File: config.mk
export PLATFORM = sky130hd
export DESIGN_NAME = html_tag_tokenizer
export DESIGN_NICKNAME = d
export VERILOG_FILES = /design/src/rtl/core/htt_pkg.sv /design/src/rtl/core/htt_core.sv /design/src/rtl/core/html_tag_tokenizer.sv
export SDC_FILE = /design/constraint.sdc
export NUM_CORES = 2
export LEC_CHECK = 0
export BUFFER_PORTS_ARGS = -buffer_cell sky130_fd_sc_hd__buf_4
export CAP_MARGIN = 20
export CORE_MARGIN = 4
export CORE_UTILIZATION = 57
export CTS_CLUSTER_SIZE = 10
export DETAILED_ROUTE_END_ITERATION = 6
export HOLD_SLACK_MARGIN = 0.02
export PLACE_DENSITY = 0.77
export SYNTH_ARGS = -nofsm -noshare
export SYNTH_HDL_FRONTEND = slang
export SYNTH_HIERARCHICAL = 1
export SYNTH_SLANG_ARGS = --single-unit
File: constraint.sdc
create_clock -name clk_i -period 23.9 [get_ports clk_i]
set_input_delay 4.78 -clock clk_i [delete_from_list [all_inputs] [get_ports clk_i]]
set_output_delay 4.78 -clock clk_i [all_outputs]
set_load 0.03 [all_outputs]
File: src/rtl/core/htt_pkg.sv
// ----------------------------------------------------------------------------
// htt_pkg
// Types, mode codes, character constants and helpers of the HTML tag tokenizer.
// ----------------------------------------------------------------------------
`timescale 1ns / 1ps
`default_nettype none

package htt_pkg;

  // Token kinds
  localparam logic [1:0] KIND_TEXT  = 2'd0;
  localparam logic [1:0] KIND_START = 2'd1;
  localparam logic [1:0] KIND_END   = 2'd2;
  localparam logic [1:0] KIND_SELF  = 2'd3;

  // Tokenizer modes
  localparam logic [4:0] MODE_DATA       = 5'd0;
  localparam logic [4:0] MODE_TEXT       = 5'd1;
  localparam logic [4:0] MODE_LT         = 5'd2;
  localparam logic [4:0] MODE_LT_SLASH   = 5'd3;
  localparam logic [4:0] MODE_TAG_NAME   = 5'd4;
  localparam logic [4:0] MODE_BEFORE     = 5'd5;
  localparam logic [4:0] MODE_SELF       = 5'd6;
  localparam logic [4:0] MODE_ATTR_NAME  = 5'd7;
  localparam logic [4:0] MODE_AFTER_NAME = 5'd8;
  localparam logic [4:0] MODE_AFTER_EQ   = 5'd9;
  localparam logic [4:0] MODE_VAL_DQ     = 5'd10;
  localparam logic [4:0] MODE_VAL_SQ     = 5'd11;
  localparam logic [4:0] MODE_VAL_UNQ    = 5'd12;
  localparam logic [4:0] MODE_BANG       = 5'd13;
  localparam logic [4:0] MODE_BANG_DASH  = 5'd14;
  localparam logic [4:0] MODE_COMMENT    = 5'd15;
  localparam logic [4:0] MODE_DECL       = 5'd16;
  localparam logic [4:0] MODE_RAW        = 5'd17;
  localparam logic [4:0] MODE_RAW_TAIL   = 5'd18;

  // Raw-text element kinds
  localparam logic [1:0] RAW_SCRIPT   = 2'd0;
  localparam logic [1:0] RAW_STYLE    = 2'd1;
  localparam logic [1:0] RAW_NOSCRIPT = 2'd2;

  // Characters
  localparam logic [7:0] CH_LT    = 8'h3C;
  localparam logic [7:0] CH_GT    = 8'h3E;
  localparam logic [7:0] CH_SLASH = 8'h2F;
  localparam logic [7:0] CH_BANG  = 8'h21;
  localparam logic [7:0] CH_DASH  = 8'h2D;
  localparam logic [7:0] CH_EQ    = 8'h3D;
  localparam logic [7:0] CH_DQ    = 8'h22;
  localparam logic [7:0] CH_SQ    = 8'h27;
  localparam logic [7:0] CH_SP    = 8'h20;
  localparam logic [7:0] CH_TAB   = 8'h09;
  localparam logic [7:0] CH_LF    = 8'h0A;
  localparam logic [7:0] CH_CR    = 8'h0D;
  localparam logic [7:0] CH_FF    = 8'h0C;

  // Element names, left aligned, zero padded
  localparam logic [63:0] NAME_SCRIPT   = {"script", 16'h0000};
  localparam logic [63:0] NAME_STYLE    = {"style", 24'h000000};
  localparam logic [63:0] NAME_NOSCRIPT = "noscript";

  // One emitted token
  typedef struct packed {
    logic [1:0]  kind;
    logic [31:0] raw_start;
    logic [31:0] raw_length;
    logic [31:0] nm_start;
    logic [31:0] name_length;
    logic [31:0] attrs_start;
    logic [31:0] attrs_length;
    logic        run_last;
  } token_t;

  function automatic logic is_blank(input logic [7:0] c);
    return c inside {CH_SP, CH_TAB, CH_LF, CH_CR, CH_FF};
  endfunction

  function automatic logic is_letter(input logic [7:0] c);
    return (c inside {[8'h61:8'h7A]}) || (c inside {[8'h41:8'h5A]});
  endfunction

  function automatic logic [7:0] to_lower(input logic [7:0] c);
    return (c inside {[8'h41:8'h5A]}) ? c + 8'd32 : c;
  endfunction

  // Name length; an out-of-range kind falls back to script
  function automatic logic [3:0] special_len(input logic [1:0] kind);
    logic [3:0] len;
    case (kind)
      RAW_STYLE:    len = 4'd5;
      RAW_NOSCRIPT: len = 4'd8;
      default:      len = 4'd6;
    endcase
    return len;
  endfunction

  function automatic logic [7:0] special_char(input logic [1:0] kind, input logic [2:0] idx);
    logic [63:0] word;
    case (kind)
      RAW_STYLE:    word = NAME_STYLE;
      RAW_NOSCRIPT: word = NAME_NOSCRIPT;
      default:      word = NAME_SCRIPT;
    endcase
    return word[63 - 8 * int'(idx) -: 8];
  endfunction

endpackage

`default_nettype wire

File: src/rtl/core/htt_core.sv
// ----------------------------------------------------------------------------
// htt_core
// Tokenizer state and single-pass next-state logic; up to two tokens per byte.
// ----------------------------------------------------------------------------
`timescale 1ns / 1ps
`default_nettype none

module htt_core import htt_pkg::*; #(
  parameter int OFFSET_BITS = 32
) (
  input  wire logic       clk_i,
  input  wire logic       rst_ni,
  input  wire logic       en_i,
  input  wire logic [7:0] byte_i,
  input  wire logic       last_i,
  output logic [1:0]      tok_cnt_o,
  output token_t          tok0_o,
  output token_t          tok1_o
);

  typedef logic [OFFSET_BITS-1:0] off_t;

  // State registers
  logic [4:0] mode_q, mode_d;
  off_t       pos_q, pos_d;
  off_t       tb_q, tb_d;
  off_t       nb_q, nb_d;
  off_t       nl_q, nl_d;
  off_t       ab_q, ab_d;
  logic       seen_q, seen_d;
  logic       ie_q, ie_d;
  logic [2:0] match_q, match_d;
  logic [1:0] rk_q, rk_d;
  logic [3:0] cmc_q, cmc_d;
  logic [1:0] dash_q, dash_d;

  // Step control
  off_t       p, p_inc, nl_base;
  logic [2:0] match_base;
  logic       go_data, go_name, name_fresh, go_before, go_unq, go_decl;
  logic       do_mark, do_close, close_self, raw_hit;
  logic [1:0] raw_kind;
  logic       push_s, push_l;
  token_t     tok_s, tok_l;
  logic [3:0] rlen, rc;
  logic [7:0] want;
  logic       lt, gt, slash, eqc, blk;

  function automatic token_t make_text(input off_t start, input off_t len);
    token_t t;
    t            = '0;
    t.kind       = KIND_TEXT;
    t.raw_start  = 32'(start);
    t.raw_length = 32'(len);
    return t;
  endfunction

  function automatic token_t make_tag(input logic [1:0] kind, input off_t tb, input off_t nb,
                                      input off_t nl, input logic seen, input off_t ab,
                                      input off_t raw_end, input off_t attrs_stop);
    token_t t;
    t             = '0;
    t.kind        = kind;
    t.raw_start   = 32'(tb);
    t.raw_length  = 32'(off_t'(raw_end - tb));
    t.nm_start    = 32'(nb);
    t.name_length = 32'(nl);
    if (seen && (ab < attrs_stop)) begin
      t.attrs_start  = 32'(ab);
      t.attrs_length = 32'(off_t'(attrs_stop - ab));
    end
    return t;
  endfunction

  assign lt    = (byte_i == CH_LT);
  assign gt    = (byte_i == CH_GT);
  assign slash = (byte_i == CH_SLASH);
  assign eqc   = (byte_i == CH_EQ);
  assign blk   = is_blank(byte_i);
  assign p     = pos_q;
  assign p_inc = p + off_t'(1);

  // Next state and tokens for the byte at the input register
  always_comb begin
    mode_d = mode_q;  pos_d = pos_q;  tb_d = tb_q;  nb_d = nb_q;  nl_d = nl_q;
    ab_d = ab_q;  seen_d = seen_q;  ie_d = ie_q;  match_d = match_q;  rk_d = rk_q;
    cmc_d = cmc_q;  dash_d = dash_q;
    go_data = 1'b0;  go_name = 1'b0;  name_fresh = 1'b0;  go_before = 1'b0;
    go_unq = 1'b0;  go_decl = 1'b0;  do_mark = 1'b0;  do_close = 1'b0;
    close_self = 1'b0;  raw_hit = 1'b0;  raw_kind = RAW_SCRIPT;
    push_s = 1'b0;  push_l = 1'b0;  tok_s = '0;  tok_l = '0;
    nl_base = nl_q;  match_base = match_q;
    rlen = '0;  rc = '0;  want = '0;

    case (mode_q)
      MODE_TEXT: begin
        if (lt) begin
          push_s = 1'b1;
          tok_s  = make_text(tb_q, p - tb_q);
          tb_d   = p;
          mode_d = MODE_LT;
        end
      end
      MODE_LT: begin
        if (slash) begin
          ie_d = 1'b1;  mode_d = MODE_LT_SLASH;
        end else if (byte_i == CH_BANG) begin
          mode_d = MODE_BANG;
        end else if (is_letter(byte_i)) begin
          ie_d = 1'b0;  go_name = 1'b1;  name_fresh = 1'b1;
        end else begin
          push_s = 1'b1;  tok_s = make_text(tb_q, off_t'(1));  go_data = 1'b1;
        end
      end
      MODE_LT_SLASH: begin
        if (is_letter(byte_i)) begin
          go_name = 1'b1;  name_fresh = 1'b1;
        end else begin
          push_s = 1'b1;  tok_s = make_text(tb_q, off_t'(2));  go_data = 1'b1;
        end
      end
      MODE_TAG_NAME: begin
        if (blk || gt || slash) go_before = 1'b1;
        else                    go_name = 1'b1;
      end
      MODE_BEFORE: go_before = 1'b1;
      MODE_SELF: begin
        if (gt) begin
          do_close = 1'b1;  close_self = 1'b1;
        end else begin
          go_before = 1'b1;
        end
      end
      MODE_ATTR_NAME: begin
        if (eqc) begin
          do_mark = 1'b1;  mode_d = MODE_AFTER_EQ;
        end else if (blk) begin
          mode_d = MODE_AFTER_NAME;
        end else if (gt || slash) begin
          go_before = 1'b1;
        end else begin
          do_mark = 1'b1;
        end
      end
      MODE_AFTER_NAME: begin
        if (blk) begin
          mode_d = MODE_AFTER_NAME;
        end else if (eqc) begin
          do_mark = 1'b1;  mode_d = MODE_AFTER_EQ;
        end else if (gt || slash) begin
          go_before = 1'b1;
        end else begin
          do_mark = 1'b1;  mode_d = MODE_ATTR_NAME;
        end
      end
      MODE_AFTER_EQ: begin
        if (byte_i == CH_DQ) begin
          do_mark = 1'b1;  mode_d = MODE_VAL_DQ;
        end else if (byte_i == CH_SQ) begin
          do_mark = 1'b1;  mode_d = MODE_VAL_SQ;
        end else begin
          go_unq = 1'b1;
        end
      end
      MODE_VAL_DQ: begin
        do_mark = 1'b1;
        if (byte_i == CH_DQ) mode_d = MODE_BEFORE;
      end
      MODE_VAL_SQ: begin
        do_mark = 1'b1;
        if (byte_i == CH_SQ) mode_d = MODE_BEFORE;
      end
      MODE_VAL_UNQ: go_unq = 1'b1;
      MODE_BANG: begin
        if (byte_i == CH_DASH) mode_d = MODE_BANG_DASH;
        else                   go_decl = 1'b1;
      end
      MODE_BANG_DASH: begin
        if (byte_i == CH_DASH) begin
          dash_d = '0;  mode_d = MODE_COMMENT;
        end else begin
          go_decl = 1'b1;
        end
      end
      MODE_COMMENT: begin
        if (byte_i == CH_DASH) begin
          if (dash_q < 2'd2) dash_d = dash_q + 2'd1;
        end else if (gt && (dash_q == 2'd2)) begin
          dash_d = '0;  mode_d = MODE_DATA;
        end else begin
          dash_d = '0;
        end
      end
      MODE_DECL: go_decl = 1'b1;
      MODE_RAW: begin
        // close-tag matcher: '<', '/', then the element name, case-blind
        rlen = special_len(rk_q) + 4'd2;
        rc   = (cmc_q >= rlen) ? 4'd0 : cmc_q;
        if (rc == 4'd0)      want = CH_LT;
        else if (rc == 4'd1) want = CH_SLASH;
        else                 want = special_char(rk_q, 3'(rc - 4'd2));
        if (to_lower(byte_i) == want) rc = rc + 4'd1;
        else                          rc = lt ? 4'd1 : 4'd0;
        if (rc >= rlen) begin
          rc = '0;  mode_d = MODE_RAW_TAIL;
        end
        cmc_d = rc;
      end
      MODE_RAW_TAIL: begin
        if (gt) mode_d = MODE_DATA;
      end
      default: go_data = 1'b1;
    endcase

    // Unquoted value byte, may fall through to the before-attribute handling
    if (go_unq) begin
      if (blk || gt) go_before = 1'b1;
      else begin
        do_mark = 1'b1;  mode_d = MODE_VAL_UNQ;
      end
    end

    // Declaration byte
    if (go_decl) mode_d = gt ? MODE_DATA : MODE_DECL;

    // Before-attribute handling
    if (go_before) begin
      if (blk) begin
        mode_d = MODE_BEFORE;
      end else if (gt) begin
        do_close = 1'b1;
      end else if (slash) begin
        do_mark = 1'b1;  mode_d = MODE_SELF;
      end else begin
        do_mark = 1'b1;  mode_d = MODE_ATTR_NAME;
      end
    end

    // First non-blank attribute byte
    if (do_mark && !blk && !seen_q) begin
      seen_d = 1'b1;  ab_d = p;
    end

    // Data byte: start text or a tag
    if (go_data) begin
      tb_d   = p;
      mode_d = lt ? MODE_LT : MODE_TEXT;
    end

    // Tag-name byte, optionally opening a fresh name
    if (go_name) begin
      if (name_fresh) begin
        nb_d = p;  nl_base = '0;  match_base = 3'b111;  seen_d = 1'b0;  ab_d = '0;
      end
      match_d = match_base;
      for (int i = 0; i < 3; i++) begin
        if ((nl_base >= off_t'(special_len(2'(i)))) ||
            (to_lower(byte_i) != special_char(2'(i), nl_base[2:0])))
          match_d[i] = 1'b0;
      end
      nl_d   = nl_base + off_t'(1);
      mode_d = MODE_TAG_NAME;
    end

    // Tag close: raw-text element or a tag token
    if (do_close) begin
      if (!close_self && !ie_q) begin
        for (int i = 2; i >= 0; i--) begin
          if (match_q[i] && (nl_q == off_t'(special_len(2'(i))))) begin
            raw_hit  = 1'b1;
            raw_kind = 2'(i);
          end
        end
      end
      if (raw_hit) begin
        rk_d = raw_kind;  cmc_d = '0;  mode_d = MODE_RAW;
      end else begin
        push_s = 1'b1;
        tok_s  = make_tag(close_self ? KIND_SELF : (ie_q ? KIND_END : KIND_START),
                          tb_q, nb_q, nl_q, seen_q, ab_q, p_inc,
                          close_self ? (p - off_t'(1)) : p);
        mode_d = MODE_DATA;
      end
    end

    // Final byte: flush what is pending and restart
    if (last_i) begin
      case (mode_d)
        MODE_TEXT: begin
          push_l = 1'b1;  tok_l = make_text(tb_d, p_inc - tb_d);
        end
        MODE_LT: begin
          push_l = 1'b1;  tok_l = make_text(tb_d, off_t'(1));
        end
        MODE_LT_SLASH: begin
          push_l = 1'b1;  tok_l = make_text(tb_d, off_t'(2));
        end
        default: begin
          if (mode_d inside {[MODE_TAG_NAME:MODE_VAL_UNQ]}) begin
            push_l = 1'b1;
            tok_l  = make_tag(ie_d ? KIND_END : KIND_START, tb_d, nb_d, nl_d, seen_d, ab_d,
                              p_inc, p_inc);
          end
        end
      endcase
      mode_d = MODE_DATA;  dash_d = '0;  cmc_d = '0;  pos_d = '0;
    end else begin
      pos_d = p_inc;
    end
  end

  // Pack the tokens; the last one of the byte carries run_last
  always_comb begin
    tok0_o    = push_s ? tok_s : tok_l;
    tok1_o    = tok_l;
    tok_cnt_o = 2'(push_s) + 2'(push_l);
    tok0_o.run_last = !(push_s && push_l);
    tok1_o.run_last = 1'b1;
  end

  // State update on each stepped byte
  always_ff @(posedge clk_i or negedge rst_ni) begin
    if (!rst_ni) begin
      mode_q <= MODE_DATA;  pos_q <= '0;  tb_q <= '0;  nb_q <= '0;  nl_q <= '0;
      ab_q <= '0;  seen_q <= 1'b0;  ie_q <= 1'b0;  match_q <= 3'b111;
      rk_q <= RAW_SCRIPT;  cmc_q <= '0;  dash_q <= '0;
    end else if (en_i) begin
      mode_q <= mode_d;  pos_q <= pos_d;  tb_q <= tb_d;  nb_q <= nb_d;  nl_q <= nl_d;
      ab_q <= ab_d;  seen_q <= seen_d;  ie_q <= ie_d;  match_q <= match_d;
      rk_q <= rk_d;  cmc_q <= cmc_d;  dash_q <= dash_d;
    end
  end

endmodule

`default_nettype wire

File: src/rtl/core/html_tag_tokenizer.sv
// ----------------------------------------------------------------------------
// html_tag_tokenizer
// Streaming HTML tag tokenizer: one document byte in, offset/length tokens out.
// ----------------------------------------------------------------------------
// Usage:
//   Input channel: byte_in_i/last_byte_i with in_valid_i/in_stall_o. A transfer
//   happens when in_valid_i is high and in_stall_o is low. Set last_byte_i on
//   the final byte of a document; the next byte starts a new document at 0.
//   Output channel: token fields with out_valid_o/out_stall_i, one token per
//   transfer. run_last_o marks the last token produced by a byte.
//   Flow: a byte taken into the input register is processed when that register
//   advances; its tokens are then written to the token queue and offered from it.
//   Throughput: one byte per cycle while the receiver keeps up. A byte yields at
//   most two tokens; the four-entry token queue must have two free entries for
//   the processing register to advance.
//   Stall: when the receiver stalls the queue fills and in_stall_o rises; the
//   head token holds steady until it is taken.
//   Reset: clears the tokenizer state to data mode at offset 0 and empties both
//   the input register and the token queue.
// ----------------------------------------------------------------------------
`timescale 1ns / 1ps
`default_nettype none

module html_tag_tokenizer import htt_pkg::*; #(
  parameter int OFFSET_BITS = 32
) (
  input  wire logic        clk_i,
  input  wire logic        rst_ni,
  input  wire logic        in_valid_i,
  output logic             in_stall_o,
  input  wire logic [7:0]  byte_in_i,
  input  wire logic        last_byte_i,
  output logic             out_valid_o,
  input  wire logic        out_stall_i,
  output logic [1:0]       token_kind_o,
  output logic [31:0]      raw_start_o,
  output logic [31:0]      raw_length_o,
  output logic [31:0]      tag_name_start_o,
  output logic [31:0]      tag_name_length_o,
  output logic [31:0]      attrs_start_o,
  output logic [31:0]      attrs_length_o,
  output logic             run_last_o
);

  localparam int QDEPTH = 4;
  localparam int QPTR   = $clog2(QDEPTH);

  logic            in_vld_q;
  logic [7:0]      byte_q;
  logic            last_q;
  logic            in_acc, adv, pop;
  logic [1:0]      tok_cnt, push_n;
  token_t          tok0, tok1, head;
  token_t          fifo_q [QDEPTH];
  logic [QPTR-1:0] wr_q, rd_q;
  logic [QPTR:0]   cnt_q;

  // Input register handshake
  assign adv        = in_vld_q && (cnt_q <= (QPTR+1)'(QDEPTH - 2));
  assign in_stall_o = in_vld_q && !adv;
  assign in_acc     = in_valid_i && !in_stall_o;

  always_ff @(posedge clk_i or negedge rst_ni) begin
    if (!rst_ni) begin
      in_vld_q <= 1'b0;
    end else if (in_acc) begin
      in_vld_q <= 1'b1;
    end else if (adv) begin
      in_vld_q <= 1'b0;
    end
  end

  always_ff @(posedge clk_i) begin
    if (in_acc) begin
      byte_q <= byte_in_i;
      last_q <= last_byte_i;
    end
  end

  // Tokenizer step
  htt_core #(
    .OFFSET_BITS(OFFSET_BITS)
  ) u_core (
    .clk_i    (clk_i),
    .rst_ni   (rst_ni),
    .en_i     (adv),
    .byte_i   (byte_q),
    .last_i   (last_q),
    .tok_cnt_o(tok_cnt),
    .tok0_o   (tok0),
    .tok1_o   (tok1)
  );

  // Token queue
  assign push_n = adv ? tok_cnt : 2'd0;
  assign pop    = out_valid_o && !out_stall_i;

  always_ff @(posedge clk_i) begin
    if (push_n != 2'd0) fifo_q[wr_q] <= tok0;
    if (push_n == 2'd2) fifo_q[wr_q + QPTR'(1)] <= tok1;
  end

  always_ff @(posedge clk_i or negedge rst_ni) begin
    if (!rst_ni) begin
      wr_q  <= '0;
      rd_q  <= '0;
      cnt_q <= '0;
    end else begin
      wr_q  <= wr_q + QPTR'(push_n);
      rd_q  <= rd_q + QPTR'(pop);
      cnt_q <= cnt_q + (QPTR+1)'(push_n) - (QPTR+1)'(pop);
    end
  end

  // Output port
  assign head              = fifo_q[rd_q];
  assign out_valid_o       = (cnt_q != '0);
  assign token_kind_o      = head.kind;
  assign raw_start_o       = head.raw_start;
  assign raw_length_o      = head.raw_length;
  assign tag_name_start_o  = head.nm_start;
  assign tag_name_length_o = head.name_length;
  assign attrs_start_o     = head.attrs_start;
  assign attrs_length_o    = head.attrs_length;
  assign run_last_o        = head.run_last;

endmodule

`default_nettype wire

# --- After elaboration in Yosys (flattened, before gate mapping) ---
# Memories as Yosys holds them, arrays and structs flattened.
# Cells that the tools add are included.
classes:
  n_addsub: 21
  mul: 0
  div: 0
  n_lt_le_gt_ge: 15
  eq_ne: 48
  n_shift: 4
  mux: 176
  n_bitwise: 0
  n_reduce_logical: 50
ops:
  columns: ["operator", "count"]
  rows:
  - ["195-bit 2-to-1 mux", 7]
  - ["195-bit case mux with 3 select lines", 2]
  - ["193-bit 2-to-1 mux", 3]
  - ["64-bit 2-to-1 mux", 8]
  - ["32-bit 2-to-1 mux", 13]
  - ["71-bit by 32-bit variable part select with 8-bit output", 4]
  - ["32-bit subtractor", 5]
  - ["5-bit 2-to-1 mux", 30]
  - ["61-bit case mux with 2 select lines", 1]
  - ["32-bit by 4-bit equality test with 1-bit output", 3]
  - ["32-bit by 4-bit >= comparator with 1-bit output", 3]
  - ["8-bit by 6-bit equality test with 1-bit output, second input constant", 9]
  - ["4-bit 2-to-1 mux", 18]
  - ["1-bit 2-to-1 mux", 65]
  - ["32-bit by 1-bit adder with 32-bit output, second input constant", 2]
  - ["32-bit < comparator", 2]
  - ["5-bit case mux with 12 select lines", 1]
  - ["5-bit by 4-bit equality test with 1-bit output, second input constant", 8]
  - ["8-bit by 4-bit equality test with 1-bit output, second input constant", 4]
  - ["8-bit 2-to-1 mux", 4]
  - ["32-bit by 1-bit subtractor with 32-bit output, second input constant", 1]
  - ["2-bit 2-to-1 mux", 13]
  - ["8-bit != test", 3]
  - ["5-bit by 2-bit equality test with 1-bit output, second input constant", 4]
  - ["46 further kinds", 101]
word_totals:
  reg_bits: 195
  latch_bits: 0
  mem_bits_rw: 780
  romBits: 0
  inputBits: 13
  out_inout_bits: 197
  word_cells: 335
  memories: 1
mem_list:
  columns: ["memory", "depth", "word_bits", "rd", "rd_ports_with_merged_regs", "write_ports", "line", "text"]
  rows:
  - ["fifo_q", 4, 195, 1, 0, 2, "html_tag_tokenizer.sv:54", "token_t fifo_q [QDEPTH];"]

# --- Depth between registers and ports, before layout ---
logic_depth:
  word_depth: 39
  depth_mapped: 44
  mapped_depth_nobuf: 40

# --- Cells and area by module ---
# The synthesis kept the hierarchy.
modules_own_cells:
  columns: ["mod", "instances", "cells_each", "area_per_inst_um2", "seq_area_each_um2"]
  rows:
  - ["html_tag_tokenizer", 1, 1951, 38389.3, 23892.9]
  - ["htt_core", 1, 3312, 23796.6, 4458.0]

# --- Least setup slack after synthesis ---
# OpenSTA, ideal clock, no wires.
synth_timing:
  path_type: "register to register"
  start: "register u_core.cmc_q[0]"
  end: "memory fifo_q[1][0] (netlist name), enable pin"
  setup_ps: 1039
  arrival_time_ps: 21372
  t_required_ps: 22861
  path_slack_ps: 1489
  stages_incl_launch_ff: 37
  path_buffers: 5
  period_less_slack_ps: 22411
  cell_sequence: "dfrtp_1 clkbuf_1 inv_1 ha_1 nand2b_1 maj3_2 a211oi_2 or2_2 clkbuf_1 nand2_1 inv_1 ha_1 clkbuf_1 or4b_1 o211a_2 or4b_1 o41ai_1 o2111ai_2 nor2_1 a21oi_1 ha_1 nand2b_1 a21oi_1 o211ai_1 o21ai_0 a22oi_1 a2111oi_1 or2_1 o21ai_2 nand3_2 o31a_1 buf_2 buf_2 inv_1 ha_1 nand2_1 a211oi_1"
synth_lines:
  columns: ["element", "line", "text"]
  rows:
  - ["from (decl)", "htt_core.sv:34", "logic [3:0] cmc_q, cmc_d;"]
  - ["from (signal assigned)", "htt_core.sv:330", "rk_q <= rk_d; cmc_q <= cmc_d; dash_q <= dash_d;"]
  - ["to (decl)", "html_tag_tokenizer.sv:54", null]

==> metrics.sh <==
TIMING.CRITICAL_PATH.FANOUT_MAX=53
WORST_SETUP_PATH_STARTPOINT='u_core/cmc_q[0]$_DFFE_PN0P_'
STATUS='completed'
POSTCTSHOLDBUFS=0
FINAL_CELL_MIX='789 x sky130_fd_sc_hd__edfxtp_1, 600 x sky130_fd_sc_hd__mux2_1, 420 x sky130_fd_sc_hd__nand2_1'
TIMING.CRITICAL_PATH.FROM_TYPE='flop'
RELSLEWSLACK=0.209
DRV.MAX_CAP_VIOLATION_COUNT=0
PLACEMENT.SETUP.WORST_SLACK_NS=12.25
FINALWORSTSETUPSLACK_NS=12.08
P_LEAK_nW=27.0
POST-ROUTE-DRC-COUNT=0
DIE_AREA_MM2=0.114
P_TOTAL_mW=8.11
CTS_SINKS=975
YOSYS_WARNINGS=6
SYN_AREA_MM2=0.0622
GRTUSAGEMET2=0.506
PORTS=210
DIE_HEIGHT_UM=338
CORE-AREA_MM2=0.108
POST_ROUTE_CELLS_DRIVE_ABOVE_1_SHARE=0.173
CLOCK_PATH_BUFFERS=3
VIAS_IN_THE_FIRST_GLOBAL_ROUTE=44100
WORSTSKEWPAIRLATENCY_NS=0.73
AREAGROWTHSYNTHTOFINISH_PCT=9.11
FILLERINSTANCES=8397
MAX_CLOCK_FREQ_MHz=84.6
SYN_AVG_CELL_AREA_UM2=11.8
WORST_ENDPOINT_REQUIRED_TIME_NS=24.23
USE_MET3=0.0611
ROUTE.FINAL.WIRE_LENGTH_UM=188000
DRTITER0DRC=5343
CRITICAL_PATH_CLASS='reg2reg'
REGTOREGENDPOINT='fifo_q[0][75]$_DFFE_PP_'
ANT_NETS=0
DIE_W_UM=338
SYNTH-SEQ-AREA-SHARE=0.456
POST_CTS_BUFFERS=0
GLOBALROUTETOTALUTIL=0.318
CP-ENDPOINT='fifo_q[0][75]$_DFFE_PP_'
FINISH.CELL_COUNT_WITHOUT_FILLERS=6830
FLOORPLAN.ROWS=120
FINAL-HOLD-VIOLATION-COUNT=0
NUM-NETS-FINAL=5535
CRITPATHMAXSTAGEDELAY_NS=0.78
DRT-WIRELENGTH-PER-CELL_UM=27.5
SETUP.REG_TO_REG.WORST_SLACK_NS=12.08
MAPPEDNETLISTNETS=5473
ASYNC_RESET_FF_FRAC=0.191
ARRIVAL_NS=12.15
START_UTIL=0.578
IR_DROP_V=0.0000962
GRT_PASS1_WL_UM=282000
PORT_BUFFERS=209
GRT_ANTENNA_BEFORE_REPAIR=8
CTS_REPAIR_RESIZE_COUNT=0
RSZ_0062_RAISED_AFTER_GLOBAL_ROUTING='no'
POST-ROUTE-MIN-PERIOD_NS=11.82
DETAILROUTE.VIA_COUNT=45600
TNS_NS=0
END_KIND='flop'
MET1_TRACK_USAGE_GR=0.432
SYNTH_FLOP_CELL='sky130_fd_sc_hd__edfxtp_1'
FINAL.SETUP_SKEW_NS=0.0474
CTS_TREE='done'
CTS-ROOT-BUF='sky130_fd_sc_hd__clkbuf_16'
CLOCK_TREE.HTREE_LEVEL_COUNT=3
POWER.DENSITY_mW_PER_MM2=119
FINAL_MAX_SLEW_VIOL_COUNT=0
DRT-VIAS-PER-INSTANCE=6.68
PLACED_WIRE_LENGTH_ESTIMATE_UM=127000
SETUP_VIOLATIONS=0
TIMING.REG2REG.WORST_PATH_DEPTH=35
TIMING.HOLD.WORST.CLASS='reg2reg'
TIMING.RR.START='u_core/cmc_q[0]$_DFFE_PN0P_'
GLOBALROUTEOVERFLOWTOTAL=0
REPLACE_CONGESTION=1.03
WORST-SLEW-PIN-TRANSITION_NS=1.18
YOSYSUNIQUECELLTYPES=110
GRT_MAX_USAGE_LAYER='met2'
FIN_UTIL=0.630
MOSTFREQUENTLAYOUTCELL='sky130_fd_sc_hd__edfxtp_1'
PIN_COUNT_OF_THE_BIGGEST_NET_ENTERING_GLOBAL_ROUTING=139
CLKSLEWWORSTSETUPHOLDPATHS_NS=0.06
SYNTHESIS.INSTANCES=5263
CTS_INSERTED_BUFFERS=112
SYNTH-EDFF-COUNT=789
FINAL.PERIOD_UTILIZATION=0.495
PLACED_CELLS_INCL_TAPS=6612
WORST_PATH_MAX_DELAY_CELL='sky130_fd_sc_hd__buf_4'
DRT_PRE_ANTENNA_ITERS=6
SYNTH_SEQ_CELLS=975
worst min path at each step:
| stage | startpoint | to | slack [ns] | depth (start not counted) |
|---|---|---|---|---|
| after floorplan | u_core/match_q[2]$_DFFE_PN1P_ | u_core/match_q[2]$_DFFE_PN1P_ | 0.46 | 2 |
| after global placement | u_core/match_q[2]$_DFFE_PN1P_ | u_core/match_q[2]$_DFFE_PN1P_ | 0.48 | 2 |
| after detailed placement | u_core/nb_q[17]$_DFFE_PN0P_ | u_core/nb_q[17]$_DFFE_PN0P_ | 0.49 | 2 |
| after CTS | u_core/nb_q[4]$_DFFE_PN0P_ | u_core/nb_q[4]$_DFFE_PN0P_ | 0.51 | 2 |
| after global routing | u_core/nb_q[17]$_DFFE_PN0P_ | u_core/nb_q[17]$_DFFE_PN0P_ | 0.54 | 2 |
| final | u_core/nb_q[4]$_DFFE_PN0P_ | u_core/nb_q[4]$_DFFE_PN0P_ | 0.51 | 2 |
Yosys cell counts (all sizes together) (51+ instances only):
library cell,count,area (um^2)
mux2,795,8950
edfxtp,789,23700
nand2,425,1600
nor2,346,1340
a21oi,273,1400
o21ai,261,1310
mux4,195,4390
ha,191,2390
dfrtp,183,4580
buf,181,1240
inv,171,642
clkbuf,158,596
xnor2,158,1380
a21o,151,1130
nand3,104,526
xor2,80,701
o22ai,68,619
o31ai,66,500
nor3,58,340
mux2i,51,510
registers in the layout, indices dropped and copies added (netlist names):
register,cells
u_core/nb_q,32
u_core/match_q,3
u_core/dash_q,2
wr_q,2
u_core/tb_q,32
u_core/nl_q,32
u_core/seen_q,1
fifo_q,780
u_core/p,32
u_core/ab_q,32
cnt_q,3
last_q,1
rd_q,2
in_vld_q,1
u_core/rk_q,2
u_core/cmc_q,4
u_core/ie_q,1
byte_q,8
u_core/mode_q,5
metal layers:
metal / up-vias / wire [um]
li1: 20100 / -
met1: 22600 / 74300
met2: 2466 / 86900
met3: 511 / 17300
met4: 6 / 9210
met5: - / 41
kinds of logic after synthesis:
kind of cell | count (synthesis) | share of synthesized area
xor gates and xnor gates | 238 | 0.0335
and+or+nand+nor | 1236 | 0.0956
DFF | 975 | 0.456
AOI/OAI and AO/OA | 1061 | 0.112
muxes | 1041 | 0.223
other | 1 | 0.0000603
adders and majority gates | 198 | 0.0405
buffers and inverters | 513 | 0.0400
final cells by class:
type / count / area, um^2 / share of cell area
antenna: 3 / 7.51 / 0.000111
clock buffer: 205 / 3300 / 0.0486
clock inverter: 8 / 106 / 0.00157
inverter: 174 / 658 / 0.00970
multi-input combinational: 3775 / 31400 / 0.463
sequential: 975 / 28400 / 0.418
tap: 1403 / 1760 / 0.0259
timing repair buffer: 287 / 2230 / 0.0329
critical path, delay by kind of cell, from the launching register on:
family                   cells  cell delay [ns]
flip-flops                   1             0.69
buffers and inverters        7             3.03
AO/OA/AOI/OAI               14             2.95
adder cells (fa/ha/maj)      5             1.72
AND/OR/NAND/NOR              9             2.82
power by group:
part / internal [mW] / switching [mW]
sequential: 2.23 / 0.147
clock: 0.923 / 0.699
combinational: 1.47 / 2.63
through the flow:
| step | cell area, um^2 | hold WS, ns |
|---|---|---|
| 2_1_floorplan | 62200 | 0.461 |
| 4_1_cts | 67800 | 0.508 |
| 5_1_grt | 67800 | 0.535 |
| 6_report | 67800 | 0.507 |
| 3_3_place_gp | 64400 | 0.481 |
| 3_5_place_dp | 64400 | 0.494 |
(Power assumes the default switching activity.)
